$ cat src/rtl/core/cbm_pkg.sv
// Shared types, codes, constants and the CPU write decode for the cartridge bank mapper.
package cbm_pkg;

    typedef enum logic [2:0] {
        OP_TICK      = 3'd0,
        OP_CPU_READ  = 3'd1,
        OP_CPU_WRITE = 3'd2,
        OP_PPU_READ  = 3'd3,
        OP_PPU_WRITE = 3'd4
    } op_t;

    typedef enum logic [1:0] {
        TGT_NONE = 2'd0,
        TGT_PRG  = 2'd1,
        TGT_CHR  = 2'd2,
        TGT_NT   = 2'd3
    } tgt_t;

    typedef enum logic [3:0] {
        WR_NONE,
        WR_PRG0,
        WR_PRG1,
        WR_CHR0,
        WR_CHR1,
        WR_CHR2,
        WR_CHR3,
        WR_CHR4,
        WR_CHR5,
        WR_IRQ_LATCH,
        WR_IRQ_CLEAR,
        WR_IRQ_ENABLE,
        WR_IRQ_DISABLE,
        WR_MIRROR
    } wr_t;

    typedef struct packed {
        logic [2:0]  operation;
        logic [15:0] address;
        logic [7:0]  data;
    } req_t;

    typedef struct packed {
        logic            mirror;
        logic [1:0][5:0] prg;
        logic [5:0][7:0] chr;
    } bank_state_t;

    localparam logic [5:0] PRG_FIXED_LOW  = 6'h3e;
    localparam logic [5:0] PRG_FIXED_HIGH = 6'h3f;
    localparam logic [2:0] FILTER_TICKS   = 3'd6;
    localparam logic [2:0] LINE_TICKS     = 3'd6;

    // address & 0xe003 decode, only at 0x8000 and above
    function automatic wr_t decode_write(input logic [15:0] addr);
        wr_t code;
        code = WR_NONE;
        if (addr[15])
        begin
            case ({addr[14:13], addr[1:0]})
                4'b0000: code = WR_PRG0;
                4'b0001: code = WR_PRG1;
                4'b0010: code = WR_CHR0;
                4'b0011: code = WR_CHR1;
                4'b0100: code = WR_CHR2;
                4'b0101: code = WR_CHR3;
                4'b0110: code = WR_CHR4;
                4'b0111: code = WR_CHR5;
                4'b1000: code = WR_IRQ_LATCH;
                4'b1001: code = WR_IRQ_CLEAR;
                4'b1010: code = WR_IRQ_ENABLE;
                4'b1011: code = WR_IRQ_DISABLE;
                4'b1100: code = WR_MIRROR;
                default: code = WR_NONE;
            endcase
        end
        return code;
    endfunction

endpackage

$ cat src/rtl/core/cbm_regs.sv
// Program bank, character bank and mirroring registers written by CPU requests.
module cbm_regs
    import cbm_pkg::*;
(
    input  logic        clk,
    input  logic        rst_n,
    input  logic        fire,
    input  req_t        req,
    output bank_state_t banks
);

    bank_state_t banks_reg;
    bank_state_t banks_next;

    always_comb
    begin
        banks_next = banks_reg;
        if (fire && (req.operation == OP_CPU_WRITE))
        begin
            case (decode_write(req.address))
                WR_PRG0:   banks_next.prg[0] = req.data[5:0];
                WR_PRG1:   banks_next.prg[1] = req.data[5:0];
                WR_CHR0:   banks_next.chr[0] = req.data;
                WR_CHR1:   banks_next.chr[1] = req.data;
                WR_CHR2:   banks_next.chr[2] = req.data;
                WR_CHR3:   banks_next.chr[3] = req.data;
                WR_CHR4:   banks_next.chr[4] = req.data;
                WR_CHR5:   banks_next.chr[5] = req.data;
                WR_MIRROR: banks_next.mirror = req.data[6];
                default:   banks_next = banks_reg;
            endcase
        end
    end

    always_ff @(posedge clk or negedge rst_n)
    begin
        if (!rst_n)
        begin
            banks_reg <= '0;
        end
        else
        begin
            banks_reg <= banks_next;
        end
    end

    assign banks = banks_reg;

endmodule

$ cat src/rtl/core/cbm_irq.sv
// Scanline counter: A12 edge filter, down-counter, IRQ delay and line level.
module cbm_irq
    import cbm_pkg::*;
(
    input  logic clk,
    input  logic rst_n,
    input  logic fire,
    input  req_t req,
    output logic irq_level_next
);

    logic [7:0] reload_reg, reload_next;
    logic [7:0] count_reg, count_next;
    logic       enabled_reg, enabled_next;
    logic [2:0] filter_reg, filter_next;
    logic [2:0] delay_reg, delay_next;
    logic       level_reg, level_next;
    logic       last_a12_reg, last_a12_next;

    always_comb
    begin
        logic [7:0] loaded;
        logic [7:0] counted;
        reload_next   = reload_reg;
        count_next    = count_reg;
        enabled_next  = enabled_reg;
        filter_next   = filter_reg;
        delay_next    = delay_reg;
        level_next    = level_reg;
        last_a12_next = last_a12_reg;
        loaded  = (count_reg == 8'd0) ? (reload_reg + 8'd1) : count_reg;
        counted = loaded - 8'd1;
        if (fire)
        begin
            case (req.operation)
                OP_TICK:
                begin
                    if (filter_reg != 3'd0)
                        filter_next = filter_reg - 3'd1;
                    if (delay_reg != 3'd0)
                    begin
                        delay_next = delay_reg - 3'd1;
                        if (delay_reg == 3'd1)
                            level_next = 1'b1;
                    end
                end
                OP_CPU_WRITE:
                begin
                    case (decode_write(req.address))
                        WR_IRQ_LATCH:   reload_next = ~req.data;
                        WR_IRQ_CLEAR:   count_next = 8'd0;
                        WR_IRQ_ENABLE:  enabled_next = 1'b1;
                        WR_IRQ_DISABLE:
                        begin
                            enabled_next = 1'b0;
                            level_next   = 1'b0;
                        end
                        default:        reload_next = reload_reg;
                    endcase
                end
                OP_PPU_READ, OP_PPU_WRITE:
                begin
                    if (!last_a12_reg && req.address[12])
                    begin
                        // edge inside the filter window only re-arms the window
                        if (filter_reg == 3'd0)
                        begin
                            count_next = counted;
                            if ((counted == 8'd0) && enabled_reg)
                                delay_next = LINE_TICKS;
                        end
                        filter_next = FILTER_TICKS;
                    end
                    last_a12_next = req.address[12];
                end
                default: level_next = level_reg;
            endcase
        end
    end

    always_ff @(posedge clk or negedge rst_n)
    begin
        if (!rst_n)
        begin
            reload_reg   <= 8'd0;
            count_reg    <= 8'd0;
            enabled_reg  <= 1'b0;
            filter_reg   <= 3'd0;
            delay_reg    <= 3'd0;
            level_reg    <= 1'b0;
            last_a12_reg <= 1'b0;
        end
        else
        begin
            reload_reg   <= reload_next;
            count_reg    <= count_next;
            enabled_reg  <= enabled_next;
            filter_reg   <= filter_next;
            delay_reg    <= delay_next;
            level_reg    <= level_next;
            last_a12_reg <= last_a12_next;
        end
    end

    assign irq_level_next = level_next;

endmodule

$ cat src/rtl/core/cbm_map.sv
// Address translation for CPU and PPU requests.
module cbm_map
    import cbm_pkg::*;
(
    input  req_t        req,
    input  bank_state_t banks,
    output logic [18:0] mapped,
    output tgt_t        target
);

    always_comb
    begin
        logic [5:0] prg_bank;
        logic [2:0] chr_idx;
        logic       nt_page;
        mapped   = 19'd0;
        target   = TGT_NONE;
        prg_bank = PRG_FIXED_HIGH;
        chr_idx  = {1'b0, req.address[11:10]} + 3'd2;
        nt_page  = banks.mirror ? req.address[11] : req.address[10];
        case (req.operation)
            OP_CPU_READ:
            begin
                if (!req.address[15])
                begin
                    // open bus value passes through
                    mapped = {11'd0, req.data};
                end
                else
                begin
                    case (req.address[14:13])
                        2'd0:    prg_bank = banks.prg[0];
                        2'd1:    prg_bank = banks.prg[1];
                        2'd2:    prg_bank = PRG_FIXED_LOW;
                        default: prg_bank = PRG_FIXED_HIGH;
                    endcase
                    mapped = {prg_bank, req.address[12:0]};
                    target = TGT_PRG;
                end
            end
            OP_PPU_READ, OP_PPU_WRITE:
            begin
                if (req.address[13])
                begin
                    mapped = {8'd0, nt_page, req.address[9:0]};
                    target = TGT_NT;
                end
                else if (req.operation == OP_PPU_READ)
                begin
                    if (!req.address[12])
                        mapped = {banks.chr[{2'b00, req.address[11]}], req.address[10:0]};
                    else
                        mapped = {1'b0, banks.chr[chr_idx], req.address[9:0]};
                    target = TGT_CHR;
                end
            end
            default: target = TGT_NONE;
        endcase
    end

endmodule

$ cat src/rtl/core/cartridge_bank_mapper_with_scanline_irq.sv
// Top level of the cartridge bank mapper with scanline IRQ counter.
// Usage:
//   Request channel (request_valid / request_stall) carries one bus event:
//   operation (tick, CPU read, CPU write, PPU read, PPU write), address and
//   data. Result channel (result_valid / result_stall) returns one result
//   per request: mapped_address, target and irq_line (level after the
//   request's own update).
//   The request register holds the request while decode runs, and the
//   result register takes it as soon as the result slot is free.
//   Throughput: one request per cycle while the result side does not stall,
//   set by the single pass of decode, bank mapping and counter update
//   between those two registers.
//   Stall: when result_stall holds a waiting result, the request register
//   still takes one more request; request_stall rises only while both the
//   request register and the result register are full.
//   Reset: rst_n clears both valid flags, all bank registers, mirroring and
//   the whole IRQ counter, so every switchable bank starts at bank zero.
module cartridge_bank_mapper_with_scanline_irq
    import cbm_pkg::*;
(
    input  logic        clk,
    input  logic        rst_n,
    input  logic        request_valid,
    output logic        request_stall,
    input  logic [2:0]  operation,
    input  logic [15:0] address,
    input  logic [7:0]  data,
    output logic        result_valid,
    input  logic        result_stall,
    output logic [18:0] mapped_address,
    output logic [1:0]  target,
    output logic        irq_line
);

    // request stage
    logic        req_valid_reg;
    req_t        req_reg;
    logic        accept;
    logic        advance;

    // result stage
    logic        result_valid_reg;
    logic [18:0] mapped_reg;
    tgt_t        target_reg;
    logic        irq_reg;

    bank_state_t banks;
    logic [18:0] mapped_next;
    tgt_t        target_next;
    logic        irq_next;

    // the request moves on, and state updates, when the result slot is free
    assign advance       = req_valid_reg && (!result_valid_reg || !result_stall);
    assign request_stall = req_valid_reg && !advance;
    assign accept        = request_valid && !request_stall;

    always_ff @(posedge clk or negedge rst_n)
    begin
        if (!rst_n)
        begin
            req_valid_reg <= 1'b0;
        end
        else if (accept)
        begin
            req_valid_reg <= 1'b1;
        end
        else if (advance)
        begin
            req_valid_reg <= 1'b0;
        end
    end

    always_ff @(posedge clk)
    begin
        if (accept)
        begin
            req_reg.operation <= operation;
            req_reg.address   <= address;
            req_reg.data      <= data;
        end
    end

    cbm_regs u_regs
    (
        .clk   (clk),
        .rst_n (rst_n),
        .fire  (advance),
        .req   (req_reg),
        .banks (banks)
    );

    cbm_irq u_irq
    (
        .clk            (clk),
        .rst_n          (rst_n),
        .fire           (advance),
        .req            (req_reg),
        .irq_level_next (irq_next)
    );

    // mapping reads bank state as it stood before this request
    cbm_map u_map
    (
        .req    (req_reg),
        .banks  (banks),
        .mapped (mapped_next),
        .target (target_next)
    );

    always_ff @(posedge clk or negedge rst_n)
    begin
        if (!rst_n)
        begin
            result_valid_reg <= 1'b0;
        end
        else if (advance)
        begin
            result_valid_reg <= 1'b1;
        end
        else if (!result_stall)
        begin
            result_valid_reg <= 1'b0;
        end
    end

    always_ff @(posedge clk)
    begin
        if (advance)
        begin
            mapped_reg <= mapped_next;
            target_reg <= target_next;
            irq_reg    <= irq_next;
        end
    end

    assign result_valid   = result_valid_reg;
    assign mapped_address = mapped_reg;
    assign target         = target_reg;
    assign irq_line       = irq_reg;

    // a request that moves on always lands in the result register
    a_advance_fills : assert property (@(posedge clk) disable iff (!rst_n)
        advance |=> result_valid_reg)
        else $error("advanced request did not reach the result register");

    // untranslated results carry at most the open-bus byte
    a_none_narrow : assert property (@(posedge clk) disable iff (!rst_n)
        (result_valid_reg && (target_reg == TGT_NONE)) |-> (mapped_reg[18:8] == 11'd0))
        else $error("pass-through result wider than a byte");

    // nametable RAM is 2 KB
    a_nt_range : assert property (@(posedge clk) disable iff (!rst_n)
        (result_valid_reg && (target_reg == TGT_NT)) |-> (mapped_reg[18:11] == 8'd0))
        else $error("nametable address beyond 2 KB");

endmodule

$ cat config.mk
export PLATFORM = sky130hd
export DESIGN_NAME = cartridge_bank_mapper_with_scanline_irq
export DESIGN_NICKNAME = d
export VERILOG_FILES = /design/src/rtl/core/cbm_pkg.sv /design/src/rtl/core/cbm_regs.sv /design/src/rtl/core/cbm_irq.sv /design/src/rtl/core/cbm_map.sv /design/src/rtl/core/cartridge_bank_mapper_with_scanline_irq.sv
export SDC_FILE = /design/constraint.sdc
export NUM_CORES = 1
export LEC_CHECK = 0
export BUFFER_PORTS_ARGS = -buffer_cell sky130_fd_sc_hd__buf_2
export CAP_MARGIN = 20
export CORE_ASPECT_RATIO = 0.8
export CORE_UTILIZATION = 56
export CTS_BUF_LIST = sky130_fd_sc_hd__clkbuf_4
export DETAILED_ROUTE_END_ITERATION = 7
export PLACE_DENSITY_LB_ADDON = 0.25
export SYNTH_ARGS = -nofsm -noshare
export SYNTH_HDL_FRONTEND = slang
export SYNTH_HIERARCHICAL = 1
export SYNTH_SLANG_ARGS = --single-unit
export TNS_END_PERCENT = 20
$ cat constraint.sdc
create_clock -name clk -period 3.7 [get_ports clk]
set_input_delay 0.74 -clock clk [delete_from_list [all_inputs] [get_ports clk]]
set_output_delay 0.74 -clock clk [all_outputs]
set_load 0.01 [all_outputs]
### Word-level counts from Yosys, hierarchy flattened

Memories as Yosys holds them, arrays and structs flattened. A register that Yosys moved wholly into a read port is not among the register bits.
Cells that the tools add are included.

| operators by class | value |
|---|---|
| add/subtract/negate cells | 5 |
| magnitude comparators | 2 |
| equality and inequality tests | 27 |
| mux-type cells | 45 |
| bitwise operators | 1 |
| reductions and logical operators | 39 |

Operator list:

| kind | number |
|---|---|
| 2-to-1 mux 19 bit | 4 |
| 2-to-1 mux 8 bit | 7 |
| one-hot mux 19 bit (2 select lines) | 1 |
| 2-to-1 mux 4 bit | 7 |
| binary-select mux 8 bit (select 3 bit) | 1 |
| equality test 4 bit (second input constant) | 6 |
| AND reduction 2 bit | 10 |
| 2-to-1 mux 3 bit | 6 |
| one-hot mux 6 bit (3 select lines) | 1 |
| equality test 4 x 3 -> 1 bit (second input constant) | 4 |
| zero test 8 bit | 2 |
| one-hot mux 8 bit (2 select lines) | 1 |
| inequality test 2 x 1 -> 1 bit (second input constant) | 6 |
| one-hot mux 3 bit (2 select lines) | 2 |
| 2-to-1 mux 1 bit | 10 |
| adder 8 x 1 -> 8 bit (second input constant) | 1 |
| equality test 4 x 2 -> 1 bit (second input constant) | 2 |
| inverter 8 bit | 1 |
| nonzero test 2 bit | 4 |
| subtractor 8 x 1 -> 8 bit (second input constant) | 1 |
| equality test 3 x 1 -> 1 bit (second input constant) | 2 |
| equality test 3 x 2 -> 1 bit (second input constant) | 2 |
| logical AND 1 bit | 6 |
| zero test 3 bit | 2 |
| 21 further kinds | 30 |

| word-level totals | value |
|---|---|
| flip-flop bits (word level) | 137 |
| bits in read-only memories | 128 |
| memories kept | 2 |

Memory list:

| memory | words | bits a word | read ports | clocked after Yosys merged registers in | write ports | line | text |
|---|---|---|---|---|---|---|---|
| (no name shown) | 16 | 4 | 1 | 1 | 0 | cbm_pkg.sv:59 | `case ({addr[14:13], addr[1:0]})` |
| (no name shown) | 16 | 4 | 1 | 1 | 0 | cbm_pkg.sv:59 |  |

### Longest topological paths before layout

Gate-level depths: netlist of run 1.

| logic depth | value |
|---|---|
| depth after elaboration | 9 |
| depth in mapped cells | 12 |
| gate-level depth less buffers | 12 |

### Cells and area by module

The synthesis of run 1 kept the hierarchy.

By module, submodules not included:

| module | instances | cells an instance | area an instance (sq um) | sequential area each (sq um) |
|---|---|---|---|---|
| cbm_regs | 1 | 165 | 2595.0 | 1526.5 |
| cbm_irq | 1 | 226 | 1894.3 | 625.6 |
| cartridge_bank_mapper_with_scanline_irq | 1 | 57 | 1564.0 | 1521.5 |
| cbm_map | 1 | 90 | 768.2 | 0.0 |

### Least setup slack after synthesis of run 1

No wires, ideal clock.

| timing path | value |
|---|---|
| path type | input -> register |
| start point | input result_stall |
| end point | register u_regs.banks_reg (netlist bit u_regs/banks[32]) |
| arrival | 4076 ps |
| slack | -501 ps |
| stages on the path | 6 |
| cells stage by stage | a21boi_0 nand4bb_1 a211o_4 or3b_1 buf_6 mux2_4 |

| on the way | value |
|---|---|
| longest elaborated chain between the ends | 5 |

RTL lines:

| item | line | text |
|---|---|---|
| start, declared | cartridge_bank_mapper_with_scanline_irq.sv:29 | `input logic result_stall,` |
| zero test 1 bit | -- |  |
| logical OR 1 bit | cartridge_bank_mapper_with_scanline_irq.sv:53 | `assign advance = req_valid_reg && (!result_valid_reg \|\| !result_stall);` |
| logical AND 1 bit | cartridge_bank_mapper_with_scanline_irq.sv:53 |  |
| logical AND 1 bit | cbm_regs.sv:18 | `if (fire && (req.operation == OP_CPU_WRITE))` |
| AND reduction 2 bit (no source line) | -- |  |
| end signal, assigned | cbm_regs.sv:43 | `banks_reg <= banks_next;` |
| end, declared | cbm_regs.sv:12 | `bank_state_t banks_reg;` |

No other way between the ends.
A chain may end at the register's enable or synchronous reset.

### Worst setup path after layout of run 1

| timing path | value |
|---|---|
| start point | register u_irq.count_reg[1] |
| end point | register u_irq.delay_reg[0] |

| on the way | value |
|---|---|
| longest elaborated chain between the ends | 7 |

RTL lines:

| item | line | text |
|---|---|---|
| start, declared | cbm_irq.sv:13 | `logic [7:0] count_reg, count_next;` |
| start signal, assigned | cbm_irq.sv:96 | `count_reg <= count_next;` |
| zero test 8 bit | cbm_irq.sv:31 | `loaded = (count_reg == 8'd0) ? (reload_reg + 8'd1) : count_reg;` |
| 2-to-1 mux 8 bit (*) | cbm_irq.sv:31 |  |
| subtractor 8 x 1 -> 8 bit (*) | cbm_irq.sv:32 | `counted = loaded - 8'd1;` |
| zero test 8 bit (*) | cbm_irq.sv:69 | `if ((counted == 8'd0) && enabled_reg)` |
| logical AND 1 bit (*) | cbm_irq.sv:69 |  |
| inequality test 2 x 1 -> 1 bit (no source line) (*) | -- |  |
| AND reduction 6 bit (no source line) (*) | -- |  |
| end signal, assigned | cbm_irq.sv:99 | `delay_reg <= delay_next;` |
| end, declared | cbm_irq.sv:16 | `logic [2:0] delay_reg, delay_next;` |

Mark *: on every way between the ends. The rest lies on a longest branch, timed or not.

==> results of run 1 <==
[cell usage after synthesis, drive strengths merged (9+ instances only)]
library cell,n
dfrtp,88
o22ai,10
inv,16
o31ai,10
nor2b,14
nand3,14
buf,17
nand2,29
nor2,22
o21ai,19
nor3,14
mux2,69
a22o,9
edfxtp,49
a211oi,9
mux2i,9
ha,14
a21oi,26
[routing by layer]
| metal | track usage | up-vias | routed length [um] |
|---|---|---|---|
| met3 | 0.06104 | 18 | 977 |
| met5 | 0 | - | 0 |
| met2 | 0.3670 | 206 | 6406 |
| li1 | - | 2159 | - |
| met1 | 0.3606 | 2294 | 7079 |
| met4 | 0.07974 | 0 | 170 |
[worst max path at each step]
| stage | depth (start not counted) | slack (ns) | start | endpoint |
|---|---|---|---|---|
| 4_1_cts | 11 | 0.71 | u_irq/count_reg[1] | u_irq/delay_reg[0] |
| 3_3_place_gp | 6 | 0.80 | result_stall | u_regs/banks[35] |
| 2_1_floorplan | 6 | 0.22 | result_stall | u_regs/banks[32] |
| 5_1_grt | 11 | 0.49 | u_irq/count_reg[0] | u_irq/delay_reg[0] |
| 6_report | 11 | 0.66 | u_irq/count_reg[1] | u_irq/delay_reg[0] |
| 3_5_place_dp | 11 | 0.72 | u_irq/count_reg[0] | u_irq/delay_reg[0] |
[cell type report]
type | instances | area (um2) | share of cell area
sequential | 137 | 3674 | 0.4921
multi-input combinational | 362 | 2952 | 0.3954
timing repair buffer | 62 | 332.8 | 0.04459
tap | 148 | 185.2 | 0.02481
clock buffer | 19 | 142.6 | 0.01911
clock inverter | 13 | 118.9 | 0.01592
inverter | 16 | 60.06 | 0.008046
[cells by family (layout without fill, tap and decap cells)]
| family | Yosys count | count (layout) | synth area share |
|---|---|---|---|
| flip-flops | 137 | 137 | 0.5385 |
| multiplexers | 85 | 85 | 0.1546 |
| AO/OA/AOI/OAI | 119 | 119 | 0.1233 |
| AND/OR/NAND/NOR | 134 | 134 | 0.1146 |
| adder cells (fa/ha/maj) | 14 | 14 | 0.02568 |
| XOR/XNOR | 10 | 10 | 0.01284 |
| buffers and inverters | 39 | 110 | 0.03045 |
[metrics by stage]
| step | utilization | instance area (um2) |
|---|---|---|
| 4_1_cts | 0.6384 | 7465 |
| 3_5_place_dp | 0.6161 | 7203 |
| 3_3_place_gp | 0.6161 | 7203 |
| 5_1_grt | 0.6384 | 7465 |
| 2_1_floorplan | - | 6822 |
| 6_report | 0.6384 | 7465 |
[power breakdown]
group          total [mW]  switching, mW  internal [mW]
clock network       0.930          0.574          0.356
registers            1.82          0.125           1.70
logic               0.590          0.325          0.265
==> metrics.txt, run 1 <==
total global-route track usage=0.2477; ys flop type=dfrtp_1; dominant cell type by area after synthesis=dfrtp_1; CP max stage delay=0.43 ns; status=finished, final reports clean; Min-Delay Path Class=input port to asynchronous set/reset pin; grt ovf=0; vias in the first global route=approximately 4400; pre-CTS setup slack=between 0.7 and 0.8 ns; final setup TNS=0 ns; cts hold-fix bufs=0; slew margin rel.=0.3607; fmax=328.7 MHz; crit path time final=3.042 ns; Slew Limit Fails=0; cells after synthesis=about 540; worst hold slack=0.3085 ns; drt wl/cell=about 19 um; CTS tree=yes; Peak VDD IR=328.0 uV; synth warn=6; unrepaired setup endpoints after global routing=false; Clock Path Buffers=2; total die area=12630 um2; syn_area_per_cell=roughly 13 um2; Slew @ Worst Pin=between 0.9 and 1 ns; Yosys reg bits=137; final std cells w/o fill=between 700 and 800; Reg clk slew, reported paths=0.12 ns; Critical Path AT=between 3 and 4 ns; Die W=approximately 130 um; Worst Path Max Fanout=9; Detailed Routing Iterations Pass 1=8; Post-Syn Area=~6800 um2; Area Growth Syn to Fin=9.428%; CTS Sinks=between 100 and 150; Crit Reg-Reg Startpoint=u_irq/count_reg[1]; Largest register FFs=slightly above 60; Post-DRT Antenna Nets=0; cells along the critical path=nor3_2 > and3_1 > a21oi_1 > ha_1 > nand2b_1 > a22o_1 > a221o_1 > o211ai_1 > o31a_1 > a2111o_1 > a31o_1; r2r setup slk=around 0.66 ns; Worst-Skew Late Latency=~0.53 ns; setup repair bufs after CTS=0; antenna violations before repair=0; layout cell share with drive strength beyond 1=0.3103; Synth top area share=0.3228; sequential share of the synthesized area=0.5385; post-CTS sizing=0; core footprint=about 12000 um2; Fin. Hold Viols=0; largest net degree at the start of global routing=73; Post-layout nets=between 600 and 700; ant diodes=0; number of synthesized flops with an enable pin=49; # fillers=approximately 890; Via density=6.178; first-pass GRT wire length=about 24000 um; type of element capturing the critical path=flop; port bufs=54; CTS Root Cell=clkbuf_4; dominant cells by area after synthesis=dfrtp_1 (32%), edfxtp_1 (22%), mux2_2 (9.9%); DR vias=between 4000 and 5000; fin crit share=0.8222; hpwl dp=around 10000 um; Slowest cell on crit path=dfrtp_1; MaxCap Viol Count=0; Pwr Total=about 3.3 mW; CP Class=flop to flop; Post-Syn Nets=583; most common cell after layout, fill and taps aside=dfrtp_1; DRC errors left=0; I/O pins=55; skew final=0.02329 ns; Synth cell types=78; WL final=14640 um; Async SR Flop Fraction=0.6423; WP buf/inv=0; leak pwr=about 3.3 nW; CP startpoint kind=flop; most frequent cells in the layout=dfrtp_1 (88), mux2_2 (60), buf_2 (53), edfxtp_1 (49), nand2_1 (28); CP delay by family, top=compound AO/OA/AOI/OAI gates; R2R Path End=u_irq/delay_reg[0]; Inserted Clock Buffers=17; Final Wtd Congestion=roughly 0.88; placed instance count=between 700 and 800; final setup violation count=0; Critical Path RT=~4.1 ns; H-tree depth=4; Reg2Reg Depth=11; Die H=between 100 and 150 um; Detailed Route Iter0 Violations=~530; # rows=35; Pwr per Cell Area=approximately 450 nW/um2; final setup margin=roughly 0.66 ns; initial core utilization=0.5834
No activity file was read; power rests on OpenSTA's default activity.
==> run 2: changes to the inputs <==
--- a/config.mk
+++ b/config.mk
@@ -8,7 +8,7 @@
 export BUFFER_PORTS_ARGS = -buffer_cell sky130_fd_sc_hd__buf_2
 export CAP_MARGIN = 20
 export CORE_ASPECT_RATIO = 0.8
-export CORE_UTILIZATION = 56
+export CORE_UTILIZATION = 62
 export CTS_BUF_LIST = sky130_fd_sc_hd__clkbuf_4
 export DETAILED_ROUTE_END_ITERATION = 7
 export PLACE_DENSITY_LB_ADDON = 0.25
==> constraint.sdc (replaced) <==
create_clock -name clk -period 3 [get_ports clk]
set_input_delay 0.6 -clock clk [delete_from_list [all_inputs] [get_ports clk]]
set_output_delay 0.6 -clock clk [all_outputs]
set_load 0.01 [all_outputs]
==> metrics.txt, run 2 (synthesized netlist as in run 1, its figures left out) <==
Worst Hold Depth=1; CTS Sinks=137 (unchanged); worst hold slack=0.2287 ns (-0.07979 ns); most frequent cells in the layout=dfrtp_1 (88), mux2_2 (60), buf_2 (53), edfxtp_1 (49), nand2_1 (28); fmax=354.1 MHz (+7.7%); Final Wtd Congestion=0.8724 (-1.2%); skew final=0.01440 ns (-0.008885 ns); Post-layout nets=651 (+1.6%); largest net degree at the start of global routing=35 (-52%); multi-input gate area in the final layout=2967 um2 (+0.51%); # rows=33 (-5.7%); Area Growth Syn to Fin=10.62%; Post-DRT Antenna Nets=0 (unchanged); Detailed Routing Iterations Pass 1=5 (-3); drt wl/cell=19.74 um (+2.1%); Reg clk slew, reported paths=0.13 ns (about the same); DR vias=4692 (+0.32%); fin crit share=0.9413 (+0.1191); setup repair bufs after CTS=0 (unchanged); Via density=6.182 (about the same); Worst Path Max Fanout=5 (-4); first-pass GRT wire length=23550 um (-0.12%); Slowest cell on crit path=dfrtp_1; port bufs=54 (unchanged); Worst-Skew Late Latency=0.53 ns (about the same); final setup TNS=0 ns (unchanged); total global-route track usage=0.2790 (+0.03128); Peak VDD IR=387.2 uV (+18%); DRC errors left=0 (unchanged); I/O pins=55 (unchanged); Crit Reg-Reg Startpoint=u_irq/count_reg[0]; worst min-delay path endpoint=req_reg[24]; antenna violations before repair=0 (unchanged); Largest register FFs=61 (unchanged); Sequential Area=3674 um2 (unchanged); Slew Limit Fails=0 (unchanged); Finished Core Util=0.7195 (+0.08110); grt ovf=0 (unchanged); layout cell share with drive strength beyond 1=0.3231 (+0.01276); HP Start=operation[0]; final setup violation count=0 (unchanged); ant diodes=0 (unchanged); Slew @ Worst Pin=0.6741 ns (-0.2849 ns); WL final=14990 um (+2.4%); H-tree depth=4 (unchanged); Fin. Hold Viols=0 (unchanged); MaxCap Viol Count=0 (unchanged); CP startpoint kind=flop; Pwr per Cell Area=546.8 nW/um2 (+22%); most common cell after layout, fill and taps aside=dfrtp_1; r2r setup slk=0.18 ns (-0.48 ns); total die area=11430 um2 (-9.5%); status=finished, final reports clean; CP delay by family, top=compound AO/OA/AOI/OAI gates; Critical Path RT=3.43 ns (-0.70 ns); crit path time final=2.824 ns (-0.2181 ns); # fillers=766 (-14%); initial core utilization=0.6504 (+0.06703); Detailed Route Iter0 Violations=359 (-33%); Clock Path Buffers=2 (unchanged); Die H=95.82 um (-4.9%); unrepaired setup endpoints after global routing=false; cells along the critical path=nor3_4 > nand3_1 > o21bai_1 > inv_1 > ha_1 > nand2b_1 > a22o_1 > a221o_1 > o211ai_1 > o31a_1 > a2111o_1 > a31o_1; leak pwr=3.345 nW (+1.7%); Reg2Reg Depth=12 (+1); Inserted Clock Buffers=17 (unchanged); core footprint=10490 um2 (-10%); slew margin rel.=0.5459 (+0.1852); hpwl dp=10650 um (+6.0%); R2R Path End=u_irq/delay_reg[0]; CP Class=flop to flop; CP max stage delay=0.45 ns (+0.02 ns); vias in the first global route=4666 (+4.9%); Die W=119.3 um (-4.9%); Critical Path AT=3.25 ns (-0.22 ns); WP buf/inv=1 (+1); CTS Root Cell=clkbuf_4; CTS tree=yes; type of element capturing the critical path=flop; Min-Delay Path Class=input port to flop; Pwr Total=4.126 mW (+23%)
[run 2: power by group]
group          internal, mW  switching [mW]  total [mW]  leakage [nW]
combinational         0.346           0.429       0.775          1.52
sequential             2.10           0.139        2.23          1.67
clock                 0.364           0.753        1.12         0.150
[run 2: worst max path at each step]
| stage | from | end | slack [ns] | cells past startpoint |
|---|---|---|---|---|
| after global placement | u_irq/count_reg[7] | u_irq/delay_reg[0] | 0.21 | 12 |
| after detailed placement | u_irq/count_reg[7] | u_irq/delay_reg[0] | 0.18 | 12 |
| final | u_irq/count_reg[0] | u_irq/delay_reg[0] | 0.18 | 12 |
| after floorplan | result_stall | u_regs/banks[32] | 0.12 | 6 |
| after CTS | u_irq/count_reg[7] | u_irq/delay_reg[0] | 0.15 | 12 |
| after global routing | u_irq/count_reg[0] | u_irq/delay_reg[0] | 0.04 | 12 |
[run 2: worst register-to-register path: cells and delay by family (launching register included)]
family | cells | cell delay, ns
AO/OA/AOI/OAI | 7 | 1.41
AND/OR/NAND/NOR | 3 | 0.60
adder cells (fa/ha/maj) | 1 | 0.22
flip-flops | 1 | 0.45
buffers and inverters | 1 | 0.07
[run 2: what timing repair did]
item                                   in CTS  in global routing
setup endpoints to repair                   0                  2
hold buffers                                1                  0
endpoints found under the hold margin      25                  0
gates resized for setup                     0                  3
[run 2: area by class of cell]
type | instances | share of cell area
inverters | 16 | 0.007959
multi-input cells | 362 | 0.3931
repair buffers | 72 | 0.05439
clock buffers | 17 | 0.01691
clock inverters | 15 | 0.01758
well taps | 140 | 0.02321
flip-flops and latches | 137 | 0.4868
[run 2: routing by layer]
| layer | GRT usage | wire length, um | up-vias |
|---|---|---|---|
| met4 | 0.1023 | 242 | 0 |
| met2 | 0.4244 | 6694 | 185 |
| met3 | 0.07287 | 963 | 22 |
| li1 | - | - | 2180 |
| met5 | 0 | 0 | - |
| met1 | 0.3897 | 7084 | 2305 |
[run 2: stage by stage]
stage,instances,worst slack [ns],cell area [um2]
3_5_place_dp,726,0.1775,7261
4_1_cts,759,0.1494,7531
5_1_grt,759,0.04342,7546
3_3_place_gp,726,0.2129,7261
6_report,759,0.1761,7546
2_1_floorplan,538,0.1173,6825
==> run 3: changes to the inputs <==
--- a/config.mk
+++ b/config.mk
@@ -8,9 +8,11 @@
 export BUFFER_PORTS_ARGS = -buffer_cell sky130_fd_sc_hd__buf_2
 export CAP_MARGIN = 20
 export CORE_ASPECT_RATIO = 0.8
+export CORE_MARGIN = 8
 export CORE_UTILIZATION = 62
 export CTS_BUF_LIST = sky130_fd_sc_hd__clkbuf_4
 export DETAILED_ROUTE_END_ITERATION = 7
+export HOLD_SLACK_MARGIN = 0.06
 export PLACE_DENSITY_LB_ADDON = 0.25
 export SYNTH_ARGS = -nofsm -noshare
 export SYNTH_HDL_FRONTEND = slang
==> metrics.txt, run 3 (synthesized netlist as in run 1, its figures left out) <==
Die W=133.3 um (+12%); DRC errors left=0 (unchanged); most frequent cells in the layout=dfrtp_1 (88), mux2_2 (60), buf_2 (53), edfxtp_1 (49), nand2_1 (28); status=finished, final reports clean; layout cell share with drive strength beyond 1=0.3215 (-0.001558); Final Wtd Congestion=0.8913 (+2.2%); Worst Hold Depth=1 (unchanged); final setup margin=0.2362 ns (+0.06012 ns); Die H=109.8 um (+15%); CP startpoint kind=flop; core footprint=10810 um2 (+3.0%); Clock Path Buffers=2 (unchanged); Critical Path RT=3.44 ns (about the same); Slew Limit Fails=0 (unchanged); leak pwr=3.380 nW (+1.0%); R2R Path End=u_irq/delay_reg[0]; r2r setup slk=0.24 ns (+0.06 ns); final std cells w/o fill=766 (+0.92%); antenna violations before repair=0 (unchanged); DR vias=4781 (+1.9%); largest net degree at the start of global routing=49 (+40%); Pwr Total=4.397 mW (+6.6%); multi-input gate area in the final layout=2952 um2 (-0.51%); most common cell after layout, fill and taps aside=dfrtp_1; fmax=361.8 MHz (+2.2%); I/O pins=55 (unchanged); Largest register FFs=61 (unchanged); ant diodes=0 (unchanged); setup repair bufs after CTS=0 (unchanged); first-pass GRT wire length=24470 um (+3.9%); grt ovf=0 (unchanged); Placed Instance Area=7301 um2 (+0.55%); CTS tree=yes; Min-Delay Path Class=input port to flop; crit path time final=2.764 ns (-0.06012 ns); unrepaired setup endpoints after global routing=false; Crit Reg-Reg Startpoint=u_irq/reload_reg[1]; type of element capturing the critical path=flop; post-CTS sizing=0 (unchanged); HP Start=address[9]; CTS Root Cell=clkbuf_4; Via density=6.242 (+0.97%); total die area=14640 um2 (+28%); Reg clk slew, reported paths=0.13 ns (about the same); WL final=15200 um (+1.4%); drt wl/cell=19.84 um (+0.50%); port bufs=54 (unchanged); Inserted Clock Buffers=17 (unchanged); Reg2Reg Depth=8 (-4); placed instance count=733 (+0.96%); skew final=0.02047 ns (+0.006070 ns); Post-layout nets=654 (+0.46%); pre-CTS setup slack=0.2352 ns (+0.05769 ns); final setup violation count=0 (unchanged); CP Class=flop to flop; Area Growth Syn to Fin=11.98%; Detailed Routing Iterations Pass 1=5 (unchanged); worst hold slack=0.2318 ns (+0.003083 ns); Worst-Skew Late Latency=0.53 ns (about the same); # fillers=770 (+0.52%); vias in the first global route=4763 (+2.1%); Pwr per Cell Area=575.7 nW/um2 (+5.3%); cts hold-fix bufs=1 (unchanged); Worst Path Max Fanout=4 (-1); H-tree depth=4 (unchanged); final setup TNS=0 ns (unchanged); cell area after layout=7639 um2 (+1.2%); Critical Path AT=3.20 ns (-0.05 ns); MaxCap Viol Count=0 (unchanged); CTS Sinks=137 (unchanged); Fin. Hold Viols=0 (unchanged); Sequential Area=3674 um2 (unchanged); Finished Core Util=0.7069 (-0.01259); slew margin rel.=0.5185 (-0.02737); initial core utilization=0.6313 (-0.01913); Detailed Route Iter0 Violations=438 (+22%); Slew @ Worst Pin=0.7222 ns (+0.04818 ns); hpwl dp=10940 um (+2.7%); total global-route track usage=0.2146 (-0.06436); Peak VDD IR=394.0 uV (+1.8%); Post-DRT Antenna Nets=0 (unchanged); fin crit share=0.9213 (-0.02004); # rows=34 (+3.0%); worst min-delay path endpoint=req_reg[17]
-- run 3: changes by cell type in the layout (fill, tap and decap cells not counted), moves of 2 or more --
cell,previous run,this run
clkinvlp_4,0,2
bufinv_16,0,4
clkinv_4,4,1
buf_4,18,20
inv_8,4,0
inv_4,2,0
-- run 3: power breakdown --
group / switching [mW] / internal, mW
clock: 0.696 / 0.676
sequential: 0.134 / 2.10
combinational: 0.434 / 0.361
-- run 3: metal layers --
layer / GRT usage / part of all wire / vias up
li1: - / - / 2173
met1: 0.2974 / 0.47 / 2402
met2: 0.3272 / 0.45 / 189
met3: 0.05662 / 0.070 / 17
met4: 0.06635 / 0.010 / 0
met5: 0 / 0 / -
-- run 3: cell type report --
| type | instances | area share |
|---|---|---|
| clock inverters | 14 | 0.02523 |
| clock buffers | 18 | 0.01769 |
| well taps | 144 | 0.02359 |
| inverters | 16 | 0.007862 |
| repair buffers | 75 | 0.05831 |
| multi-input cells | 362 | 0.3864 |
| flip-flops and latches | 137 | 0.4809 |
-- run 3: how the worst max path moves through the flow --
stage | to | slack [ns] | startpoint
6_report | u_irq/delay_reg[0] | 0.24 | u_irq/reload_reg[1]
5_1_grt | u_irq/delay_reg[0] | 0.07 | u_irq/count_reg[3]
4_1_cts | u_irq/delay_reg[0] | 0.24 | u_irq/reload_reg[1]
3_5_place_dp | u_irq/delay_reg[0] | 0.24 | u_irq/reload_reg[1]
3_3_place_gp | u_irq/delay_reg[0] | 0.25 | u_irq/reload_reg[1]
2_1_floorplan | u_regs/banks[32] | 0.12 | result_stall
-- run 3: critical path, stage by stage, from the launching register on --
cell	delay (ns)
dfrtp_1	0.46
ha_1	0.27
xor2_1	0.18
o21ai_0	0.33
nand2_1	0.12
nor4b_1	0.45
nand3_1	0.14
a2111o_1	0.49
a31o_1	0.25
